[config.mk]
export PLATFORM = sky130hd
export DESIGN_NAME = array_mode_index_finder
export DESIGN_NICKNAME = d
export VERILOG_FILES = /design/src/sv/afi_pkg.sv /design/src/sv/afi_store.sv /design/src/sv/afi_seq.sv /design/src/sv/array_mode_index_finder.sv
export SDC_FILE = /design/constraint.sdc
export NUM_CORES = 2
export LEC_CHECK = 0
export BUFFER_PORTS_ARGS = -buffer_cell sky130_fd_sc_hd__buf_4
export CORE_UTILIZATION = 41
export DETAILED_ROUTE_END_ITERATION = 10
export SYNTH_ARGS = -nofsm -noshare
export SYNTH_HDL_FRONTEND = slang
export SYNTH_SLANG_ARGS = --single-unit
[constraint.sdc]
create_clock -name i_clk -period 10.9 [get_ports i_clk]
set_clock_uncertainty 0.2 [all_clocks]
set_input_delay 0 -clock i_clk [delete_from_list [all_inputs] [get_ports i_clk]]
set_output_delay 0 -clock i_clk [all_outputs]
set_load 0.02 [all_outputs]
[src/sv/afi_pkg.sv]
`timescale 1ns / 1ps
// ----------------------------------------------------------------------------
// afi_pkg: shared definitions of the array mode index finder
// Default sizes, port widths, the search sequencer state and the control and
// status bundles passed between the top level and the sequencer.
// ----------------------------------------------------------------------------
package afi_pkg;

    localparam int DEPTH_DEF      = 64;
    localparam int ELEM_WIDTH_DEF = 64;
    localparam int IN_WIDTH       = 64;
    localparam int IDX_WIDTH      = 6;

    typedef enum logic [2:0] {
        S_IDLE,
        S_REF,
        S_LOADREF,
        S_SCAN,
        S_DONE
    } t_state;

    // Top level to sequencer.
    typedef struct packed {
        logic start;
        logic take;
    } t_seq_ctrl;

    // Sequencer to top level.
    typedef struct packed {
        logic idle;
        logic done;
    } t_seq_stat;

endpackage

[src/sv/afi_store.sv]
`timescale 1ns / 1ps
// ----------------------------------------------------------------------------
// afi_store: element memory
// One write port and one read port with registered read data.
// ----------------------------------------------------------------------------
module afi_store #(
    parameter int DEPTH = 64,
    parameter int WIDTH = 64
) (
    input  logic                     i_clk,
    input  logic                     i_wr_en,
    input  logic [$clog2(DEPTH)-1:0] i_wr_addr,
    input  logic [WIDTH-1:0]         i_wr_data,
    input  logic [$clog2(DEPTH)-1:0] i_rd_addr,
    output logic [WIDTH-1:0]         o_rd_data
);

    logic [WIDTH-1:0] r_mem [DEPTH];
    logic [WIDTH-1:0] r_rd_data;

    always_ff @(posedge i_clk) begin
        if (i_wr_en) begin
            r_mem[i_wr_addr] <= i_wr_data;
        end
    end

    always_ff @(posedge i_clk) begin
        r_rd_data <= r_mem[i_rd_addr];
    end

    assign o_rd_data = r_rd_data;

endmodule

[src/sv/afi_seq.sv]
`timescale 1ns / 1ps
// ----------------------------------------------------------------------------
// afi_seq: all-pairs search sequencer
// Walks each stored element as reference, sweeps the store through one
// equality comparator and hit counter, and keeps the first best index.
// ----------------------------------------------------------------------------
module afi_seq
    import afi_pkg::*;
#(
    parameter int DEPTH      = DEPTH_DEF,
    parameter int ELEM_WIDTH = ELEM_WIDTH_DEF
) (
    input  logic                       i_clk,
    input  logic                       i_rst_n,
    input  t_seq_ctrl                  i_ctrl,
    input  logic [$clog2(DEPTH+1)-1:0] i_count,
    input  logic [ELEM_WIDTH-1:0]      i_rd_data,
    output logic [$clog2(DEPTH)-1:0]   o_rd_addr,
    output logic [$clog2(DEPTH)-1:0]   o_best_index,
    output t_seq_stat                  o_stat
);

    localparam int AW = $clog2(DEPTH);
    localparam int CW = $clog2(DEPTH + 1);

    t_state                r_state, n_state;
    logic [AW-1:0]         r_i;
    logic [CW-1:0]         r_j;
    logic [ELEM_WIDTH-1:0] r_ref;
    logic [CW-1:0]         r_hits;
    logic [CW-1:0]         r_best_count;
    logic [AW-1:0]         r_best_index;

    logic [CW-1:0] n_hits;
    logic          sweep_end;
    logic          last_ref;

    // The data on the read port belongs to address r_j - 1 while scanning.
    assign n_hits    = r_hits + CW'(i_rd_data == r_ref);
    assign sweep_end = (r_j == i_count);
    assign last_ref  = ((CW'(r_i) + CW'(1)) == i_count);

    always_comb begin
        n_state = r_state;
        unique case (r_state)
            S_IDLE:    n_state = i_ctrl.start ? S_REF : S_IDLE;
            S_REF:     n_state = S_LOADREF;
            S_LOADREF: n_state = S_SCAN;
            S_SCAN: begin
                if (sweep_end) begin
                    n_state = last_ref ? S_DONE : S_REF;
                end
            end
            S_DONE:    n_state = i_ctrl.take ? S_IDLE : S_DONE;
            default:   n_state = S_IDLE;
        endcase
    end

    always_comb begin
        o_rd_addr   = '0;
        o_stat.idle = 1'b0;
        o_stat.done = 1'b0;
        unique case (r_state)
            S_IDLE:    o_stat.idle = 1'b1;
            S_REF:     o_rd_addr = r_i;
            S_LOADREF: o_rd_addr = '0;
            S_SCAN:    o_rd_addr = r_j[AW-1:0];
            S_DONE:    o_stat.done = 1'b1;
            default:   o_rd_addr = '0;
        endcase
    end

    always_ff @(posedge i_clk) begin
        if (!i_rst_n) begin
            r_state      <= S_IDLE;
            r_i          <= '0;
            r_j          <= '0;
            r_hits       <= '0;
            r_best_count <= '0;
            r_best_index <= '0;
        end else begin
            r_state <= n_state;
            case (r_state)
                S_IDLE: begin
                    if (i_ctrl.start) begin
                        r_i          <= '0;
                        r_best_count <= '0;
                        r_best_index <= '0;
                    end
                end
                S_LOADREF: begin
                    r_j    <= CW'(1);
                    r_hits <= '0;
                end
                S_SCAN: begin
                    r_hits <= n_hits;
                    if (!sweep_end) begin
                        r_j <= r_j + CW'(1);
                    end else begin
                        // Strictly greater keeps the lowest index on a tie.
                        if (n_hits > r_best_count) begin
                            r_best_count <= n_hits;
                            r_best_index <= r_i;
                        end
                        r_i <= r_i + AW'(1);
                    end
                end
                default: begin
                end
            endcase
        end
    end

    always_ff @(posedge i_clk) begin
        if (r_state == S_LOADREF) begin
            r_ref <= i_rd_data;
        end
    end

    assign o_best_index = r_best_index;

    a_scan_in_range: assert property (@(posedge i_clk) disable iff (!i_rst_n)
        (r_state == S_SCAN) |-> (r_j <= i_count))
        else $error("scan pointer ran past the element count");

    a_best_in_range: assert property (@(posedge i_clk) disable iff (!i_rst_n)
        (r_state == S_DONE) |-> ((CW'(r_best_index) < i_count) && (r_best_count <= i_count)
                                 && (r_best_count != '0)))
        else $error("search result outside the loaded array");

    a_start_runs: assert property (@(posedge i_clk) disable iff (!i_rst_n)
        ((r_state == S_IDLE) && i_ctrl.start) |=> (r_state == S_REF))
        else $error("search did not start");

    a_done_holds: assert property (@(posedge i_clk) disable iff (!i_rst_n)
        ((r_state == S_DONE) && !i_ctrl.take) |=> ((r_state == S_DONE) && $stable(r_best_index)))
        else $error("result changed before it was taken");

endmodule

[src/sv/array_mode_index_finder.sv]
`timescale 1ns / 1ps
// ----------------------------------------------------------------------------
// array_mode_index_finder: index of the most frequent element of an array
// Loads an array one element per beat and reports the lowest index of an
// element with the greatest number of bit-equal elements.
// ----------------------------------------------------------------------------
// Usage:
// The input channel (i_in_valid / o_in_ready) carries one element per beat.
// The beat with i_is_last set closes the array and starts the search. Only
// the low ELEM_WIDTH bits of each element are stored and compared. Elements
// that arrive once DEPTH are stored are dropped, and the result then reports
// o_overflow.
// While loading, o_in_ready stays high. After the closing beat the search
// compares each stored element against every stored element, itself included,
// through a single comparator and a single memory read port; o_in_ready is
// low while it runs. The result beat (o_out_valid / i_out_ready) sits in an
// output register, so the next array may be loaded while it waits; a finished
// search holds until that register is free. o_mode_index carries the low six
// bits of the index. Reset empties the array and drops any pending result; the
// element memory itself is not cleared, since only entries written for the
// current array are read.
// ----------------------------------------------------------------------------
module array_mode_index_finder
    import afi_pkg::*;
#(
    parameter int DEPTH      = DEPTH_DEF,
    parameter int ELEM_WIDTH = ELEM_WIDTH_DEF
) (
    input  logic                 i_clk,
    input  logic                 i_rst_n,
    input  logic                 i_in_valid,
    output logic                 o_in_ready,
    input  logic [IN_WIDTH-1:0]  i_element_value,
    input  logic                 i_is_last,
    output logic                 o_out_valid,
    input  logic                 i_out_ready,
    output logic [IDX_WIDTH-1:0] o_mode_index,
    output logic                 o_overflow
);

    localparam int AW = $clog2(DEPTH);
    localparam int CW = $clog2(DEPTH + 1);

    t_seq_ctrl             seq_ctrl;
    t_seq_stat             seq_stat;
    logic [AW-1:0]         rd_addr;
    logic [ELEM_WIDTH-1:0] rd_data;
    logic [AW-1:0]         best_index;

    logic [CW-1:0]        r_fill;
    logic                 r_dropped;
    logic                 r_out_valid;
    logic [IDX_WIDTH-1:0] r_mode_index;
    logic                 r_overflow;

    logic in_beat;
    logic store_full;
    logic wr_en;

    // The input side is open only while the sequencer is idle.
    assign o_in_ready = seq_stat.idle;
    assign in_beat    = i_in_valid && o_in_ready;
    assign store_full = (r_fill >= CW'(DEPTH));
    assign wr_en      = in_beat && !store_full;

    // A finished search moves into the output register once it is free.
    assign seq_ctrl.start = in_beat && i_is_last;
    assign seq_ctrl.take  = seq_stat.done && (!r_out_valid || i_out_ready);

    afi_store #(
        .DEPTH (DEPTH),
        .WIDTH (ELEM_WIDTH)
    ) u_store (
        .i_clk     (i_clk),
        .i_wr_en   (wr_en),
        .i_wr_addr (r_fill[AW-1:0]),
        .i_wr_data (i_element_value[ELEM_WIDTH-1:0]),
        .i_rd_addr (rd_addr),
        .o_rd_data (rd_data)
    );

    afi_seq #(
        .DEPTH      (DEPTH),
        .ELEM_WIDTH (ELEM_WIDTH)
    ) u_seq (
        .i_clk        (i_clk),
        .i_rst_n      (i_rst_n),
        .i_ctrl       (seq_ctrl),
        .i_count      (r_fill),
        .i_rd_data    (rd_data),
        .o_rd_addr    (rd_addr),
        .o_best_index (best_index),
        .o_stat       (seq_stat)
    );

    // Fill count and drop flag stay fixed during the search; the sequencer
    // uses the fill count as the array length. Both clear when the result
    // leaves the sequencer.
    always_ff @(posedge i_clk) begin
        if (!i_rst_n) begin
            r_fill    <= '0;
            r_dropped <= 1'b0;
        end else if (seq_ctrl.take) begin
            r_fill    <= '0;
            r_dropped <= 1'b0;
        end else if (in_beat) begin
            if (store_full) begin
                r_dropped <= 1'b1;
            end else begin
                r_fill <= r_fill + CW'(1);
            end
        end
    end

    always_ff @(posedge i_clk) begin
        if (!i_rst_n) begin
            r_out_valid <= 1'b0;
        end else if (seq_ctrl.take) begin
            r_out_valid <= 1'b1;
        end else if (i_out_ready) begin
            r_out_valid <= 1'b0;
        end
    end

    always_ff @(posedge i_clk) begin
        if (seq_ctrl.take) begin
            r_mode_index <= IDX_WIDTH'(best_index);
            r_overflow   <= r_dropped;
        end
    end

    assign o_out_valid  = r_out_valid;
    assign o_mode_index = r_mode_index;
    assign o_overflow   = r_overflow;

endmodule
## Word-level counts from Yosys, hierarchy flattened

Memories as Yosys holds them, arrays and structs flattened. A register that Yosys moved wholly into a read port is not among the register bits.
Cells that the tools add are included.

| storage, ports and cells | value |
|---|---|
| register bits after elaboration | 116 |
| latch bits | 0 |
| memory bits (writable) | 4096 |
| ROM bits | 0 |
| input port bits | 69 |
| logic and storage cells | 75 |
| memories | 1 |

Memories:

| name | depth | width | rd ports | clocked after Yosys merged registers in | wr ports | RTL line | text |
|---|---|---|---|---|---|---|---|
| u_store.r_mem | 64 | 64 | 1 | 1 | 1 | afi_store.sv:18 | `logic [WIDTH-1:0] r_mem [DEPTH];` |

| cells by class | value |
|---|---|
| add/subtract/negate cells | 5 |
| multiply operators | 0 |
| divide/modulo/power cells | 0 |
| $lt $le $gt $ge | 2 |
| equal/unequal tests | 11 |
| shift operators | 0 |
| muxes and demuxes | 25 |
| bitwise gates (word level) | 2 |
| reductions and logical operators | 17 |

Operators with widths:

| operator | number |
|---|---|
| equality test 64 bit | 1 |
| case mux 7 bit (2 select lines) | 3 |
| case mux 6 bit (2 select lines) | 3 |
| two-way mux 7 bit | 4 |
| two-way mux 6 bit | 4 |
| case mux 3 bit (5 select lines) | 1 |
| adder 7 x 1 -> 7 bit, second input constant | 2 |
| equality test 7 bit | 2 |
| two-way mux 3 bit | 3 |
| adder 6 x 1 -> 7 bit, second input constant | 1 |
| adder 7 x 1 -> 7 bit | 1 |
| >= comparator 7 bit, second input constant | 1 |
| > comparator 7 bit | 1 |
| two-way mux 1 bit | 7 |
| adder 6 x 1 -> 6 bit, second input constant | 1 |
| equality test 3 x 2 -> 1 bit, second input constant | 2 |
| inequality test 2 x 1 -> 1 bit, second input constant | 3 |
| AND reduction 2 bit | 3 |
| nonzero test 2 bit | 3 |
| logical AND 1 bit | 4 |
| AND reduction 4 bit | 1 |
| equality test 3 x 1 -> 1 bit, second input constant | 1 |
| equality test 3 bit, second input constant | 1 |
| zero test 3 bit | 1 |
| other kinds (6) | 8 |

## Depth between registers and ports, before layout

| logic depth | value |
|---|---|
| depth in word-level cells | 6 |
| depth in mapped cells | 16 |
| depth with buffers taken out | 15 |

## By module

Synthesis repeated with hierarchy kept, for this count alone.

| unflattened totals | value |
|---|---|
| cells, all modules | 7058 |
| area total of the unflattened synthesis | 161816.4 um2 |

By module, submodules not included:

| module | times used | cells each | area each (um2) | seq. area each (um2) |
|---|---|---|---|---|
| afi_store | 1 | 6598 | 156348.7 | 124279.2 |
| afi_seq | 1 | 410 | 4855.9 | 2642.5 |
| array_mode_index_finder | 1 | 50 | 611.8 | 390.4 |

## Least setup slack after synthesis

No wires, ideal clock.

| path | value |
|---|---|
| path kind | reg-to-reg |
| start point | reg u_seq.r_state[1] |
| end point | mem u_store.r_mem[63][0], enable pin |
| setup time | 0.487 ns |
| data arrival time | 4.515 ns |
| path slack | 5.698 ns |
| stages on the path, launching flop included | 9 |
| clock period less this slack | 5.202 ns |
| cell sequence | dfxtp_1 > buf_4 > buf_2 > nor4b_2 > nor2b_1 > and2_1 > nand3_1 > clkbuf_1 > nor2_1 |

| on the way | value |
|---|---|
| word-level cells in the longest chain between the ends | 6 |

RTL lines:

| item | RTL line | text |
|---|---|---|
| from (decl) | afi_seq.sv:26 | `t_state r_state, n_state;` |
| from (signal assigned) | afi_seq.sv:82 | `r_state <= n_state;` |
| zero test 3 bit | afi_seq.sv:63 | `unique case (r_state)` |
| two-way mux 1 bit | afi_seq.sv:63 |  |
| logical AND 1 bit | array_mode_index_finder.sv:62 | `assign in_beat = i_in_valid && o_in_ready;` |
| logical AND 1 bit | array_mode_index_finder.sv:64 | `assign wr_en = in_beat && !store_full;` |
| two-way mux 1 bit | afi_store.sv:22 | `if (i_wr_en) begin` |
| two-way mux 1 bit (implied by the code) | afi_store.sv:23 | `r_mem[i_wr_addr] <= i_wr_data;` |
| to (decl) | afi_store.sv:18 |  |

No other way between the ends.

## Worst setup path in the final report

| path | value |
|---|---|
| start point | reg u_seq.r_state[1] |
| end point | reg u_store.r_rd_data[53] (netlist: u_store.o_rd_data[53]) (read register of u_store.r_mem) |

| on the way | value |
|---|---|
| word-level cells in the longest chain between the ends | 2 |
| elaborated cells between the ends (all ways) | 3 |
| those cells by class | eq/ne: 2; mux: 1 |

RTL lines:

| item | RTL line | text |
|---|---|---|
| equality test 3 x 2 -> 1 bit / equality test 3 x 1 -> 1 bit (equally long branches) | afi_seq.sv:63 |  |
| case mux 6 bit (2 select lines) (*) | afi_seq.sv:63 |  |
| to (decl) | afi_store.sv:19 | `logic [WIDTH-1:0] r_rd_data;` |

Every way passes the cells marked *; elsewhere a longest branch is shown, timed or not.
A chain may end at the register's enable or synchronous reset.

==> metrics.txt <==
fin cells 15.8k; Total GRT Usage 25.2%; clk sinks 4276; # nets final 10.1k; area of the die 409000 um2; Worst Tran Pin Value 1.46 ns; Hold Path Class in -> reg; CP Capture Type flip-flop; met1 usage 34.6%; max-cap violation count 0; Congestion Overflow GR 0; Reg2Reg Depth 8; vias in the first global route 96.0k; GR Util met3 4.24%; DRC 0; register area 127000 um2; WHS Endpoint u_store.r_mem[50][54]; clock latency on the worst-skew pair 0.99 ns; final hold violations 0; post-route minimum period 6.71 ns; CP startpoint kind flip-flop; Yosys top cell area share 75.2%; CORE AREA 403000 um2; count leader, synth edfxtp_1; post-CTS sizing 0; DRT Wirelength 531 mm; Top Ports 78; highest clock rate 149 MHz; initial core utilization 41.3%; fill cell count 33.8k; area occupied by multi-input gates 36600 um2; port buffer count 77; total power 34.1 mW; CP arrival 7.11 ns; synth unique cells 56; Mapped Area 166000 um2; hold path depth 2; slowest stage cell, crit path nor4_1; Post-Syn Instances 9770; final setup fails 0; Avg WL per Cell 33.7 um; initial antenna violation count 20; Layout area overhead 14.0%; R2R setup slack 4.19 ns; total CTS buffers 426; Reg clk slew, reported paths 0.06 ns; outcome completed; worst-case hold slack 0.00715 ns; CP max stage delay 0.94 ns; crit path cell chain mux2i_1, nand2b_4, or4_4, buf_12, buf_4, o22ai_1, nor4_1, o2111ai_1; setup TNS 0 ns; fin. max-slew vios 0; Chip Height 639 um; synth top area cells edfxtp_1, mux2i_1, o22ai_1, a211o_1, nand3_1; fin crit share 61.6%; reg2reg start u_seq.r_state[1]; RSZ-0062 raised after global routing false; hpwl dp 269 mm; Critical Path RT 11.30 ns; syn_area_per_cell 17.0 um2; Yosys warnings 0; Crit Path Class reg -> reg; Post-synth EDFFs 4167; Commonest cells post-synth edfxtp_1, mux2i_1, o22ai_1, nand3_1, o21ai_0; Seq/Total Area, Yosys 76.5%; largest net degree at the start of global routing 179; drt pass-1 iters 9; H-tree levels 5; CP delay by family, top simple AND/OR/NAND/NOR gates; post-route antenna net violation count 0; RR Endpoint u_store.o_rd_data[53]; CTS tree done; flops & latches, synth 4276; met2 Use GR 39.9%; Die Wd 639 um; crit path buf inv count 2; row cnt 233; share of layout cells above drive strength 1 10.5%; Lkg Pwr 67.8 nW; vias 99.1k; Clock Root Buffer clkbuf_16; VDD IR max 0.000141 V; Slew Limit Headroom 2.52%; crit path max fanout 59; DRT iter0 DRCs 13.6k; drt via density 6.29; RePlAce Congestion 0.826; Syn Nets 9851; startpoint of the worst hold path i_element_value[54]; Most Crowded Layer GR met2; Yosys top cell by area edfxtp_1; power per cell area 180 nW/um2; ys flop type edfxtp_1; Inst Count DP 14.8k; first-pass GRT wire length 736 mm; CTS Buffer Depth 4; async set-or-reset flop fraction in the synthesized netlist 0%
per-layer routing:
metal / up-vias / routed length (um)
met5: - / 127
met4: 20 / 24200
met3: 1218 / 51700
met2: 5907 / 244000
met1: 51714 / 210000
li1: 40255 / -
power by group:
part	total, mW	internal [mW]	leakage [nW]	switching (mW)
Clock	14.3	8.06	6.64	6.27
Sequential	18.3	18.2	38.4	0.0766
Combinational	1.49	0.331	22.8	1.16
worst reg2reg max path, cell delays in order (launching register included):
cell,delay [ns]
dfxtp_1,0.84
mux2i_1,0.52
nand2b_4,0.84
or4_4,0.81
buf_12,0.48
buf_4,0.64
o22ai_1,0.24
nor4_1,0.94
o2111ai_1,0.79
area by class of cell:
type | count | share of cell area (%)
sequential | 4276 | 67.1
clock inverter | 247 | 1.11
antenna | 6 | 0.00791
timing repair buffer | 530 | 2.84
clock buffer | 546 | 6.03
tap | 5405 | 3.57
multi-input combinational | 4743 | 19.3
inverter | 13 | 0.0257
registers in the layout, indices dropped and copies added (netlist names):
signal,cells
o_overflow,1
u_seq.r_ref,64
u_seq.r_i,6
o_out_valid,1
u_seq.r_state,3
o_mode_index,6
u_seq.r_hits,7
u_store.r_mem,4096
r_dropped,1
u_seq.r_j,7
u_seq.r_best_count,7
u_seq.o_best_index,6
u_store.o_rd_data,64
r_fill,7
how the worst max path moves through the flow:
stage	start	to	cells past startpoint
5_1_grt	u_seq.r_state[1]	u_store.o_rd_data[53]	8
2_1_floorplan	u_seq.r_state[1]	u_store.r_mem[63][0]	8
6_report	u_seq.r_state[1]	u_store.o_rd_data[53]	8
4_1_cts	u_seq.r_state[1]	u_store.o_rd_data[53]	8
3_5_place_dp	u_seq.r_state[1]	u_store.o_rd_data[53]	8
3_3_place_gp	u_seq.r_ref[36]	u_seq.o_best_index[5]	15
stage by stage:
stage,area [um2],utilization [%],setup slack [ns]
after floorplan,166000,-,5.70
after global placement,174000,43.0,3.26
after detailed placement,174000,43.0,4.47
after CTS,190000,47.0,4.42
after global routing,190000,47.0,4.24
final,190000,47.0,4.19
cell families (layout without fill, tap and decap cells):
group / Yosys count / count (layout) / synth area share, %
other: 0 / 6 / 0
adders and majority gates: 12 / 12 / 0.0902
and+or+nand+nor: 860 / 860 / 2.61
buffers and inverters: 751 / 1336 / 1.92
xor gates and xnor gates: 93 / 93 / 0.498
DFF: 4276 / 4276 / 76.5
muxes: 1485 / 1485 / 8.93
AOI/OAI and AO/OA: 2293 / 2293 / 9.47
cell usage in the layout, fill, tap and decap left out, types with 10 or more instances in the layout:
cell type / n
clkinvlp_4: 12
nand2_1: 19
nand3_1: 597
nor2_1: 38
a32o_1: 13
clkinv_2: 89
ha_1: 12
a21o_1: 192
o22ai_1: 640
xnor2_1: 17
nor4_1: 77
clkbuf_16: 431
buf_4: 313
nand4_1: 10
buf_12: 53
clkinv_1: 95
bufinv_16: 27
o31ai_1: 193
mux2i_1: 1479
clkbuf_8: 22
o2111ai_1: 256
dfxtp_1: 109
edfxtp_1: 4167
a21oi_1: 13
a211o_1: 384
clkbuf_1: 93
o21ai_0: 580
dlygate4sd3_1: 145
xor2_1: 75
nor2_4: 66
inv_6: 10
buf_16: 19
inv_1: 12
repair_timing:
| action | in CTS | in global routing |
|---|---|---|
| hold buffers | 195 | 0 |
| buffers inserted | 0 | 0 |
| endpoints found under the hold margin | 4148 | 0 |
Power figures use the tool's default switching activity.
